**src/rtl/rkx_pkg.sv**
```systemverilog
package rkx_pkg;

	localparam int KEY_IDX_W = 6;
	localparam int OBUF_DEPTH = 4;
	localparam int OBUF_AW = 2;
	localparam int OBUF_CW = 3;

	typedef struct packed {
		logic [7:0] data;
		logic       last;
	} rkx_word_t;

	function automatic logic [7:0] base_key(input logic [KEY_IDX_W-1:0] idx);
		logic [7:0] k;
		case (idx)
			6'd0:    k = 8'h21;
			6'd1:    k = 8'h23;
			6'd2:    k = 8'h31;
			6'd3:    k = 8'h2A;
			6'd4:    k = 8'h33;
			6'd5:    k = 8'h29;
			6'd6:    k = 8'h2D;
			6'd7:    k = 8'h7E;
			6'd8:    k = 8'h40;
			6'd9:    k = 8'h2A;
			6'd10:   k = 8'h25;
			6'd11:   k = 8'h65;
			6'd12:   k = 8'h24;
			6'd13:   k = 8'h78;
			6'd14:   k = 8'h3D;
			6'd15:   k = 8'h5D;
			default: k = 8'h00;
		endcase
		return k;
	endfunction

	function automatic logic [7:0] seed_mask(input logic [KEY_IDX_W-1:0] idx);
		logic [7:0] k;
		case (idx)
			6'd0:    k = 8'h72;
			6'd1:    k = 8'h2A;
			6'd2:    k = 8'h6A;
			6'd3:    k = 8'h26;
			6'd4:    k = 8'h79;
			6'd5:    k = 8'h25;
			6'd6:    k = 8'h32;
			6'd7:    k = 8'h28;
			6'd8:    k = 8'h30;
			6'd9:    k = 8'h29;
			6'd10:   k = 8'h40;
			6'd11:   k = 8'h7E;
			6'd12:   k = 8'h3B;
			6'd13:   k = 8'h6D;
			6'd14:   k = 8'h2E;
			6'd15:   k = 8'h4B;
			6'd16:   k = 8'h27;
			6'd17:   k = 8'h70;
			6'd18:   k = 8'h48;
			6'd19:   k = 8'h5E;
			6'd20:   k = 8'h5B;
			6'd21:   k = 8'h24;
			6'd22:   k = 8'h3F;
			6'd23:   k = 8'h44;
			6'd24:   k = 8'h37;
			6'd25:   k = 8'h23;
			6'd26:   k = 8'h2F;
			6'd27:   k = 8'h55;
			6'd28:   k = 8'h7C;
			6'd29:   k = 8'h34;
			6'd30:   k = 8'h56;
			6'd31:   k = 8'h2B;
			default: k = 8'h00;
		endcase
		return k;
	endfunction

endpackage

```
**src/rtl/repeating_key_xor_obfuscator_top.sv**
```systemverilog
// Repeating-key XOR obfuscator.
// Input channel: in_valid / in_stall with data_byte and last, one word per
// message byte. Output channel: out_valid / out_stall with out_byte and
// out_last, one word per encoded byte in message order.
// The first SEED_POSITION bytes of a message go into an on-chip hold memory
// and produce no output. A last flag before the seed position releases the
// held bytes under the default key; the byte at the seed position releases
// the held bytes under the seeded key, then the seed byte itself.
// The burst is read from the hold memory at one word per cycle while the
// output queue has space; the input is stalled while it drains and while
// the seed byte is sent.
// After the seed, each accepted byte is encoded through the s1 registers
// and queued at one word per cycle while the input is not stalled.
// Results pass through a 4-word output queue; when the receiver stalls the
// queue fills and in_stall rises, no word is dropped.
// Reset clears all control state; the next byte starts a new message.
module repeating_key_xor_obfuscator_top
	import rkx_pkg::*;
#(
	parameter int SEED_POSITION = 13,
	parameter int SHORT_KEY_LEN = 16,
	parameter int LONG_KEY_LEN  = 32
) (
	input  logic       clk,
	input  logic       arst_n,
	input  logic       in_valid,
	output logic       in_stall,
	input  logic [7:0] data_byte,
	input  logic       last,
	output logic       out_valid,
	input  logic       out_stall,
	output logic [7:0] out_byte,
	output logic       out_last
);

	localparam int AW = (SEED_POSITION > 1) ? $clog2(SEED_POSITION) : 1;
	localparam int PW = $clog2(SEED_POSITION + 1);
	localparam logic [KEY_IDX_W-1:0] SHORT_LAST = KEY_IDX_W'(SHORT_KEY_LEN - 1);
	localparam logic [KEY_IDX_W-1:0] LONG_LAST  = KEY_IDX_W'(LONG_KEY_LEN - 1);
	localparam logic [KEY_IDX_W-1:0] STREAM_KEY0 =
		KEY_IDX_W'((SEED_POSITION + 1) % LONG_KEY_LEN);
	localparam logic [PW-1:0] SEED_POS = PW'(SEED_POSITION);
	localparam logic [AW-1:0] SEED_LAST_ADDR = AW'(SEED_POSITION - 1);

	localparam logic [1:0] ST_HOLD   = 2'd0;
	localparam logic [1:0] ST_DRAIN  = 2'd1;
	localparam logic [1:0] ST_SEED   = 2'd2;
	localparam logic [1:0] ST_STREAM = 2'd3;

	logic [7:0]           hold_mem [SEED_POSITION];
	logic [7:0]           rd_data_q;

	logic [1:0]           st_q;
	logic [PW-1:0]        pos_q;
	logic [AW-1:0]        rd_idx_q;
	logic [AW-1:0]        end_idx_q;
	logic [KEY_IDX_W-1:0] kpos_q;
	logic [KEY_IDX_W-1:0] kidx_q;
	logic [7:0]           seed_q;
	logic                 seed_last_q;
	logic                 long_q;

	logic                 v_s1;
	logic                 mem_s1;
	logic [7:0]           dir_s1;
	logic [7:0]           key_s1;
	logic                 last_s1;

	logic                 space;
	logic                 acc;
	logic                 issue_v;
	logic                 issue_mem;
	logic [7:0]           issue_dir;
	logic [7:0]           issue_key;
	logic                 issue_last;
	logic [KEY_IDX_W-1:0] kpos_wrap;

	rkx_word_t            push_word;
	rkx_word_t            head;
	logic [OBUF_CW-1:0]   count;
	logic                 pop;

	assign space    = ({1'b0, count} + (OBUF_CW + 1)'(v_s1)) < (OBUF_CW + 1)'(OBUF_DEPTH);
	assign in_stall = (st_q inside {ST_DRAIN, ST_SEED}) || !space;
	assign acc      = in_valid && !in_stall;
	assign kpos_wrap = long_q ? LONG_LAST : SHORT_LAST;

	always_comb begin
		issue_v    = 1'b0;
		issue_mem  = 1'b0;
		issue_dir  = data_byte;
		issue_key  = 8'h00;
		issue_last = 1'b0;
		case (st_q)
			ST_DRAIN: begin
				issue_v    = space;
				issue_mem  = 1'b1;
				issue_key  = long_q ? (seed_q ^ seed_mask(kpos_q)) : base_key(kpos_q);
				issue_last = !long_q && (rd_idx_q == end_idx_q);
			end
			ST_SEED: begin
				issue_v    = space;
				issue_dir  = seed_q;
				issue_last = seed_last_q;
			end
			ST_STREAM: begin
				issue_v    = acc;
				issue_key  = seed_q ^ seed_mask(kidx_q);
				issue_last = last;
			end
			default: begin
				issue_v = 1'b0;
			end
		endcase
	end

	// hold memory: write during collection, read during drain
	always_ff @(posedge clk) begin
		if (acc && (st_q == ST_HOLD) && (pos_q != SEED_POS)) begin
			hold_mem[AW'(pos_q)] <= data_byte;
		end
		rd_data_q <= hold_mem[rd_idx_q];
	end

	always_ff @(posedge clk or negedge arst_n) begin
		if (!arst_n) begin
			st_q        <= ST_HOLD;
			pos_q       <= '0;
			rd_idx_q    <= '0;
			end_idx_q   <= '0;
			kpos_q      <= '0;
			kidx_q      <= '0;
			seed_q      <= '0;
			seed_last_q <= 1'b0;
			long_q      <= 1'b0;
		end else begin
			case (st_q)
				ST_HOLD: begin
					if (acc) begin
						if (pos_q == SEED_POS) begin
							seed_q      <= data_byte;
							seed_last_q <= last;
							long_q      <= 1'b1;
							end_idx_q   <= SEED_LAST_ADDR;
							rd_idx_q    <= '0;
							kpos_q      <= '0;
							pos_q       <= '0;
							st_q        <= ST_DRAIN;
						end else if (last) begin
							long_q    <= 1'b0;
							end_idx_q <= AW'(pos_q);
							rd_idx_q  <= '0;
							kpos_q    <= '0;
							pos_q     <= '0;
							st_q      <= ST_DRAIN;
						end else begin
							pos_q <= pos_q + PW'(1);
						end
					end
				end
				ST_DRAIN: begin
					if (space) begin
						if (rd_idx_q == end_idx_q) begin
							st_q <= long_q ? ST_SEED : ST_HOLD;
						end else begin
							rd_idx_q <= rd_idx_q + AW'(1);
							kpos_q   <= (kpos_q == kpos_wrap) ? '0 : kpos_q + KEY_IDX_W'(1);
						end
					end
				end
				ST_SEED: begin
					if (space) begin
						kidx_q <= STREAM_KEY0;
						st_q   <= seed_last_q ? ST_HOLD : ST_STREAM;
					end
				end
				ST_STREAM: begin
					if (acc) begin
						kidx_q <= (kidx_q == LONG_LAST) ? '0 : kidx_q + KEY_IDX_W'(1);
						if (last) begin
							st_q <= ST_HOLD;
						end
					end
				end
				default: begin
					st_q <= ST_HOLD;
				end
			endcase
		end
	end

	always_ff @(posedge clk or negedge arst_n) begin
		if (!arst_n) begin
			v_s1 <= 1'b0;
		end else begin
			v_s1 <= issue_v;
		end
	end

	always_ff @(posedge clk) begin
		mem_s1  <= issue_mem;
		dir_s1  <= issue_dir;
		key_s1  <= issue_key;
		last_s1 <= issue_last;
	end

	assign push_word.data = (mem_s1 ? rd_data_q : dir_s1) ^ key_s1;
	assign push_word.last = last_s1;
	assign out_valid      = (count != '0);
	assign pop            = out_valid && !out_stall;

	rkx_obuf u_obuf (
		.clk       (clk),
		.arst_n    (arst_n),
		.push      (v_s1),
		.push_word (push_word),
		.pop       (pop),
		.head      (head),
		.count     (count)
	);

	assign out_byte = head.data;
	assign out_last = head.last;

`ifndef NO_ASSERTIONS
	a_drain_stalls_input: assert property (@(posedge clk) disable iff (!arst_n)
		(st_q == ST_DRAIN || st_q == ST_SEED) |-> in_stall)
		else $error("input taken during burst");

	a_seed_starts_drain: assert property (@(posedge clk) disable iff (!arst_n)
		(acc && st_q == ST_HOLD && pos_q == SEED_POS) |=> (st_q == ST_DRAIN && long_q))
		else $error("seed byte did not start the burst");

	a_mem_word_from_drain: assert property (@(posedge clk) disable iff (!arst_n)
		(v_s1 && mem_s1) |-> $past(st_q == ST_DRAIN))
		else $error("memory word outside burst");

	a_queue_bound: assert property (@(posedge clk) disable iff (!arst_n)
		count <= OBUF_CW'(OBUF_DEPTH))
		else $error("output queue overrun");
`endif

endmodule

```
**src/rtl/rkx_obuf.sv**
```systemverilog
module rkx_obuf
	import rkx_pkg::*;
(
	input  logic                 clk,
	input  logic                 arst_n,
	input  logic                 push,
	input  rkx_word_t            push_word,
	input  logic                 pop,
	output rkx_word_t            head,
	output logic [OBUF_CW-1:0]   count
);

	rkx_word_t          buf_q [OBUF_DEPTH];
	logic [OBUF_AW-1:0] wr_ptr_q;
	logic [OBUF_AW-1:0] rd_ptr_q;
	logic [OBUF_CW-1:0] cnt_q;

	always_ff @(posedge clk) begin
		if (push) begin
			buf_q[wr_ptr_q] <= push_word;
		end
	end

	always_ff @(posedge clk or negedge arst_n) begin
		if (!arst_n) begin
			wr_ptr_q <= '0;
			rd_ptr_q <= '0;
			cnt_q    <= '0;
		end else begin
			if (push) begin
				wr_ptr_q <= wr_ptr_q + OBUF_AW'(1);
			end
			if (pop) begin
				rd_ptr_q <= rd_ptr_q + OBUF_AW'(1);
			end
			if (push && !pop) begin
				cnt_q <= cnt_q + OBUF_CW'(1);
			end else if (pop && !push) begin
				cnt_q <= cnt_q - OBUF_CW'(1);
			end
		end
	end

	assign head  = buf_q[rd_ptr_q];
	assign count = cnt_q;

endmodule
```
**config.mk**
```make
export PLATFORM = sky130hd
export DESIGN_NAME = repeating_key_xor_obfuscator_top
export DESIGN_NICKNAME = d
export VERILOG_FILES = /design/src/rtl/rkx_pkg.sv /design/src/rtl/repeating_key_xor_obfuscator_top.sv /design/src/rtl/rkx_obuf.sv
export SDC_FILE = /design/constraint.sdc
export NUM_CORES = 1
export LEC_CHECK = 0
export BUFFER_PORTS_ARGS = -buffer_cell sky130_fd_sc_hd__buf_2
export CAP_MARGIN = 15
export CORE_ASPECT_RATIO = 1.1
export CORE_MARGIN = 2
export CORE_UTILIZATION = 65
export CTS_BUF_LIST = sky130_fd_sc_hd__clkbuf_8
export CTS_CLUSTER_DIAMETER = 150
export DETAILED_ROUTE_END_ITERATION = 6
export PLACE_DENSITY = 0.85
export SLEW_MARGIN = 5
export SYNTH_ARGS = -nofsm -noshare
export SYNTH_HDL_FRONTEND = slang
export SYNTH_HIERARCHICAL = 1
export SYNTH_SLANG_ARGS = --single-unit
```
**constraint.sdc**
```tcl
create_clock -name clk -period 3.8 [get_ports clk]
set_input_delay 0.19 -clock clk [delete_from_list [all_inputs] [get_ports clk]]
set_output_delay 0.19 -clock clk [all_outputs]
set_load 0.005 [all_outputs]
```
==> impl_metrics.env, run 1 <==
export IMPL_grt_use_met3=0.0468
export IMPL_grt_use_met2=0.491
export IMPL_path_buf_inv=1
export IMPL_worstPathArrival_ns=3.15
export IMPL_critPathLaunchType="flop"
export IMPL_yosys_top_cells_area="edfxtp_1 42%, dfrtp_1 11%, mux4_2 9.9%"
export IMPL_synthFlopType="edfxtp_1"
export IMPL_fillCellCount=939
export IMPL_cts_buffer_depth=3
export IMPL_numCtsBuffers=34
export IMPL_setup_violations=0
export IMPL_die_h_microns=134
export IMPL_ys_seq_area_frac=0.582
export IMPL_postCtsHoldBufs=2
export IMPL_grt_max_degree=45
export IMPL_final_setup_skew_ns=0.0205
export IMPL_multiInputGateArea_sq_mm=0.00390
export IMPL_cts_tree="done"
export IMPL_cts_sinks=210
export IMPL_p_leak_uw=0.00403
export IMPL_synth_top_area_frac=0.420
export IMPL_crit_type="flop to flop"
export IMPL_dr_pass1_iters=5
export IMPL_ys_types=62
export IMPL_drt_total_wl_mm=22.8
export IMPL_grt_busiest_layer="met2"
export IMPL_clk_latency_ns=0.51
export IMPL_ios=24
export IMPL_tns_ns=0
export IMPL_p_per_area_mw_per_mm2=681
export IMPL_die_x_microns=122
export IMPL_worstSetupEndpointType="flop"
export IMPL_rr_worst_depth=7
export IMPL_hold_path_depth=3
export IMPL_fmax_ghz=0.330
export IMPL_rsz0062_at_grt="no"
export IMPL_period_share=0.798
export IMPL_holdCritPathClass="primary input to flop"
export IMPL_cp_max_fo=8
export IMPL_ys_top_cells_by_count="140 x edfxtp_1, 53 x nand2_1, 44 x dfrtp_1, 44 x mux4_2, 39 x o21ai_0"
export IMPL_fin_cells=979
export IMPL_hold_violations=0
export IMPL_grt_util_met1=0.387
export IMPL_core_area_sq_mm=0.0151
export IMPL_cp_common_cell="nor2b_1"
export IMPL_cts_root_buf="clkbuf_8"
export IMPL_start_util=0.665
export IMPL_vias=6419
export IMPL_syn_inst=738
export IMPL_postRouteAntennaNets=0
export IMPL_async_flop_share=0.210
export IMPL_cp_num_cells=7
export IMPL_globalplace_congestion=0.922
export IMPL_antenna_found_initial=0
export IMPL_crit_family="simple AND/OR/NAND/NOR gates"
export IMPL_cts_clk_slew_worst_paths_ns=0.06
export IMPL_crit_required_ns=3.92
export IMPL_syn2layout_area_growth_pct=8.45
export IMPL_place_ws_ns=0.875
export IMPL_synth_edf_count=140
export IMPL_ys_seq_elements=210
export IMPL_max_cap_violations=0
export IMPL_die_area_sq_mm=0.0164
export IMPL_postLayoutCoreUtil=0.721
export IMPL_setup_slack_ns=0.767
export IMPL_drc=0
export IMPL_syn_nets=789
export IMPL_worstMarginPinSlew_ns=1.06
export IMPL_post_drt_via_cell_ratio=6.56
export IMPL_crit_slowest_cell="nor2_1"
export IMPL_yosysTopAreaCell="edfxtp_1"
export IMPL_grt_usage=0.292
export IMPL_status="finished, final reports clean"
export IMPL_grt_pass1_vias=6491
export IMPL_gr_total_overflow=0
export IMPL_peakVddDrop_uv=429
export IMPL_postCtsResizedCells=0
export IMPL_netlist_area_sq_mm=0.0100
export IMPL_drt_iter0_drc=850
export IMPL_min_period_ns=3.03
export IMPL_grt_pass1_wl_mm=36.0
export IMPL_drive_above_1_share=0.190
export IMPL_register_area_sq_mm=0.00583
export IMPL_maxSlewHeadroom=0.293
export IMPL_yosysMostFrequentCell="edfxtp_1"
export IMPL_crit_chain="inv_1 -> ha_1 -> nor2b_1 -> nor2b_1 -> and2_0 -> nand2_1 -> nor2_1"
export IMPL_htreeDepth=2
export IMPL_finalMaxSlewViolations=0
export IMPL_post_cts_buffers=0
export IMPL_num_rows=47
export IMPL_dp_cells=920
export IMPL_portBuffers=23
export IMPL_post_drt_wl_per_cell_microns=23.3
export IMPL_max_stage_delay_ns=0.68
export IMPL_yosys_warnings=6
export IMPL_hpwl_mm=15.2
export IMPL_syn_area_per_cell_sq_um=13.6
export IMPL_diodes=0
export IMPL_layout_nets=813
==> per-layer routing <==
layer	share of wire	up-vias
li1	-	2823
met1	0.38	3188
met2	0.51	351
met3	0.073	57
met4	0.033	0
met5	0	-
==> stage by stage <==
stage,hold WS (ns),total power [uW],cell area [sq um]
2_1_floorplan,-0.106,4900,10000
4_1_cts,0.0345,7400,10900
6_report,0.0377,7400,10900
3_5_place_dp,0.429,5560,10200
3_3_place_gp,0.415,5450,10200
5_1_grt,0.0493,7770,10900
==> state kept, by name (all words and copies together), names as in the netlist, 3 cells and up <==
| name | cells |
|---|---|
| kidx_q | 6 |
| end_idx_q | 4 |
| hold_mem | 104 |
| seed_q | 8 |
| pos_q | 4 |
| dir_s1 | 8 |
| u_obuf/buf_q | 36 |
| rd_idx_q | 4 |
| rd_data_q | 8 |
| kpos_q | 6 |
| u_obuf/count | 3 |
| key_s1 | 8 |
==> cell type report <==
class / instances / area share
repair buffers: 30 / 0.0159
multi-input cells: 462 / 0.359
clock buffers: 38 / 0.0482
well taps: 196 / 0.0226
clock inverters: 19 / 0.00991
flip-flops and latches: 210 / 0.536
inverters: 24 / 0.00829
==> worst paths after layout <==
check                          start  slack [ns]            endpoint
max reg2reg                  st_q[0]        0.77     hold_mem[11][5]
min in group asynchronous     arst_n        0.40           kidx_q[5]
min                        out_stall        0.04  u_obuf/rd_ptr_q[0]
max in group asynchronous     arst_n        2.73                v_s1
max                          st_q[0]        0.77     hold_mem[11][5]
min reg2reg                  last_s1        0.51  u_obuf/buf_q[1][0]
==> worst min-delay path, cell delays in order <==
cell and delay (ns):
buf_2 0.08, nor2b_1 0.07, xor2_1 0.15
==> power by group <==
group	switching, uW	total [uW]	leakage [uW]	internal [uW]
Sequential	401	3230	0.00204	2830
Clock	843	1820	0.000371	981
Combinational	1250	2340	0.00161	1100
==> cell usage in the layout (no fill, tap or decap), drive strengths merged, types with 6 or more instances in the layout <==
master	count
a2111oi	9
a21o	6
a21oi	34
a22o	8
and2	14
buf	28
clkbuf	38
dfrtp	44
dfxtp	26
edfxtp	140
ha	37
inv	36
mux2	24
mux2i	10
mux4	45
nand2	53
nand2b	10
nand3	7
nor2	38
nor2b	11
nor3	15
o21ai	39
o31ai	9
or3	6
xnor2	20
xor2	12
==> cells by family (layout without fill, tap and decap cells) <==
group,count (synthesis),count (layout),share of synthesized area
compound gates,136,136,0.0875
xor+xnor,32,32,0.0280
fa+ha+maj,38,38,0.0482
buf+inv,66,111,0.0292
flops,210,210,0.582
mux,79,79,0.139
simple gates,177,177,0.0868
Power figures use the tool's default switching activity.
==> run 2: changes to the inputs <==
Clock period 3.8 ns to 2.9 ns, I/O delays scaled along.
==> impl_metrics.env, run 2 (synthesized netlist as in run 1, its figures left out) <==
export IMPL_start_util=0.665
export IMPL_peakVddDrop_uv=540
export IMPL_cts_buffer_depth=3
export IMPL_hold_violations=0
export IMPL_register_area_sq_mm=0.00583
export IMPL_worstPathArrival_ns=2.92
export IMPL_grt_usage=0.292
export IMPL_ios=24
export IMPL_numCtsBuffers=34
export IMPL_final_setup_skew_ns=0.0195
export IMPL_period_share=0.957
export IMPL_min_period_ns=2.77
export IMPL_total_power_uw=10000
export IMPL_layout_commonest_cell="edfxtp_1"
export IMPL_clk_latency_ns=0.51
export IMPL_layout_nets=828
export IMPL_largest_register_ff_count=104
export IMPL_maxSlewHeadroom=0.476
export IMPL_diodes=0
export IMPL_status="finished, final reports clean"
export IMPL_gr_total_overflow=0
export IMPL_multiInputGateArea_sq_mm=0.00390
export IMPL_p_per_area_mw_per_mm2=903
export IMPL_fmax_ghz=0.360
export IMPL_syn2layout_area_growth_pct=10.7
export IMPL_num_rows=47
export IMPL_globalplace_congestion=0.872
export IMPL_crit_required_ns=3.05
export IMPL_finalMaxSlewViolations=0
export IMPL_reg_top3="hold_mem (104), u_obuf/buf_q (36)"
export IMPL_drt_total_wl_mm=22.7
export IMPL_die_area_sq_mm=0.0164
export IMPL_cts_root_buf="clkbuf_8"
export IMPL_die_h_microns=134
export IMPL_grt_pass1_vias=6585
export IMPL_fillCellCount=924
export IMPL_portBuffers=23
export IMPL_setup_violations=0
export IMPL_cts_tree="done"
export IMPL_p_leak_uw=0.00415
export IMPL_post_drt_via_cell_ratio=6.45
export IMPL_hpwl_mm=15.2
export IMPL_grt_pass1_wl_mm=36.4
export IMPL_cts_sinks=210
export IMPL_top_register="hold_mem"
export IMPL_postLayoutCoreUtil=0.736
export IMPL_cts_clk_slew_worst_paths_ns=0.07
export IMPL_drive_above_1_share=0.214
export IMPL_core_area_sq_mm=0.0151
export IMPL_final_cell_mix="140 x edfxtp_1, 53 x nand2_1, 44 x mux4_2, 44 x dfrtp_1, 43 x clkbuf_8"
export IMPL_htreeDepth=2
export IMPL_dp_cells=933
export IMPL_fin_hold_ws_ns=0.0286
export IMPL_postRouteAntennaNets=0
export IMPL_grt_max_degree=45
export IMPL_startpoint="st_q[0]"
export IMPL_holdCritPathClass="primary input to async pin"
export IMPL_drt_iter0_drc=669
export IMPL_worstMarginPinSlew_ns=0.786
export IMPL_die_x_microns=122
export IMPL_crit_type="flop to flop"
export IMPL_tns_ns=0
export IMPL_worstSetupEndpointType="flop"
export IMPL_cp_max_fo=10
export IMPL_post_cts_buffers=0
export IMPL_rsz0062_at_grt="no"
export IMPL_r2r_start="st_q[0]"
export IMPL_critPathLaunchType="flop"
export IMPL_post_drt_wl_per_cell_microns=22.7
export IMPL_vias=6435
export IMPL_dr_pass1_iters=5
export IMPL_drc=0
export IMPL_antenna_found_initial=0
export IMPL_fin_cells=998
export IMPL_max_cap_violations=0
-- run 2: changes by cell type in the layout (fill, tap and decap cells not counted), moves of 3 or more --
cell,delta
buf_4,+13
and2_2,+3
clkbuf_8,+5
and2_1,-3
-- run 2: area by class of cell --
class / count / share of cell area
clock inverters: 18 / 0.0113
well taps: 196 / 0.0221
flip-flops and latches: 210 / 0.526
repair buffers: 45 / 0.0271
multi-input cells: 462 / 0.352
inverters: 24 / 0.00813
clock buffers: 43 / 0.0534
-- run 2: per-layer routing --
metal | global-route usage | share of wire
met2 | 0.483 | 0.51
met3 | 0.0557 | 0.078
met5 | 0 | 0
met1 | 0.392 | 0.39
met4 | 0.0971 | 0.028
-- run 2: path summary, 6_finish.rpt --
| check | end | slack, ns | cells after the start |
|---|---|---|---|
| max | hold_mem[1][3] | 0.13 | 7 |
| min | kpos_q[1] | 0.03 | 2 |
| max reg2reg | hold_mem[1][3] | 0.13 | 7 |
| min reg2reg | u_obuf/count[2] | 0.50 | 1 |
| max in group asynchronous | u_obuf/rd_ptr_q[1] | 2.37 | 3 |
| min in group clk | v_s1 | 0.05 | 3 |
-- run 2: through the flow --
stage	cell area, sq um	worst slack [ns]
detailed placement	10300	0.118
finish	11100	0.125
global route	11100	0.0251
floorplan	10000	0.255
global placement	10300	0.335
CTS	11100	0.0723
-- run 2: where the power goes --
part / total [uW] / internal, uW / switching, uW / leakage [uW]
Clock: 2640 / 1510 / 1130 / 0.000413
Combinational: 3190 / 1490 / 1700 / 0.00169
Sequential: 4180 / 3710 / 470 / 0.00204
Total: 10000 / 6710 / 3290 / 0.00415
-- run 2: timing repair --
item | in CTS | in global routing
hold buffers | 3 | 0
endpoints found under the setup margin | 0 | 80
hold endpoints to repair | 48 | 0
resized for setup | 0 | 5
-- run 2: critical path, cell delays in order (launching register included) --
cell and delay (ns):
dfrtp_1 0.41, inv_1 0.11, ha_1 0.35, nor2b_1 0.22
nor2b_2 0.29, nand2_1 0.28, nor3_1 0.29, and2_1 0.45
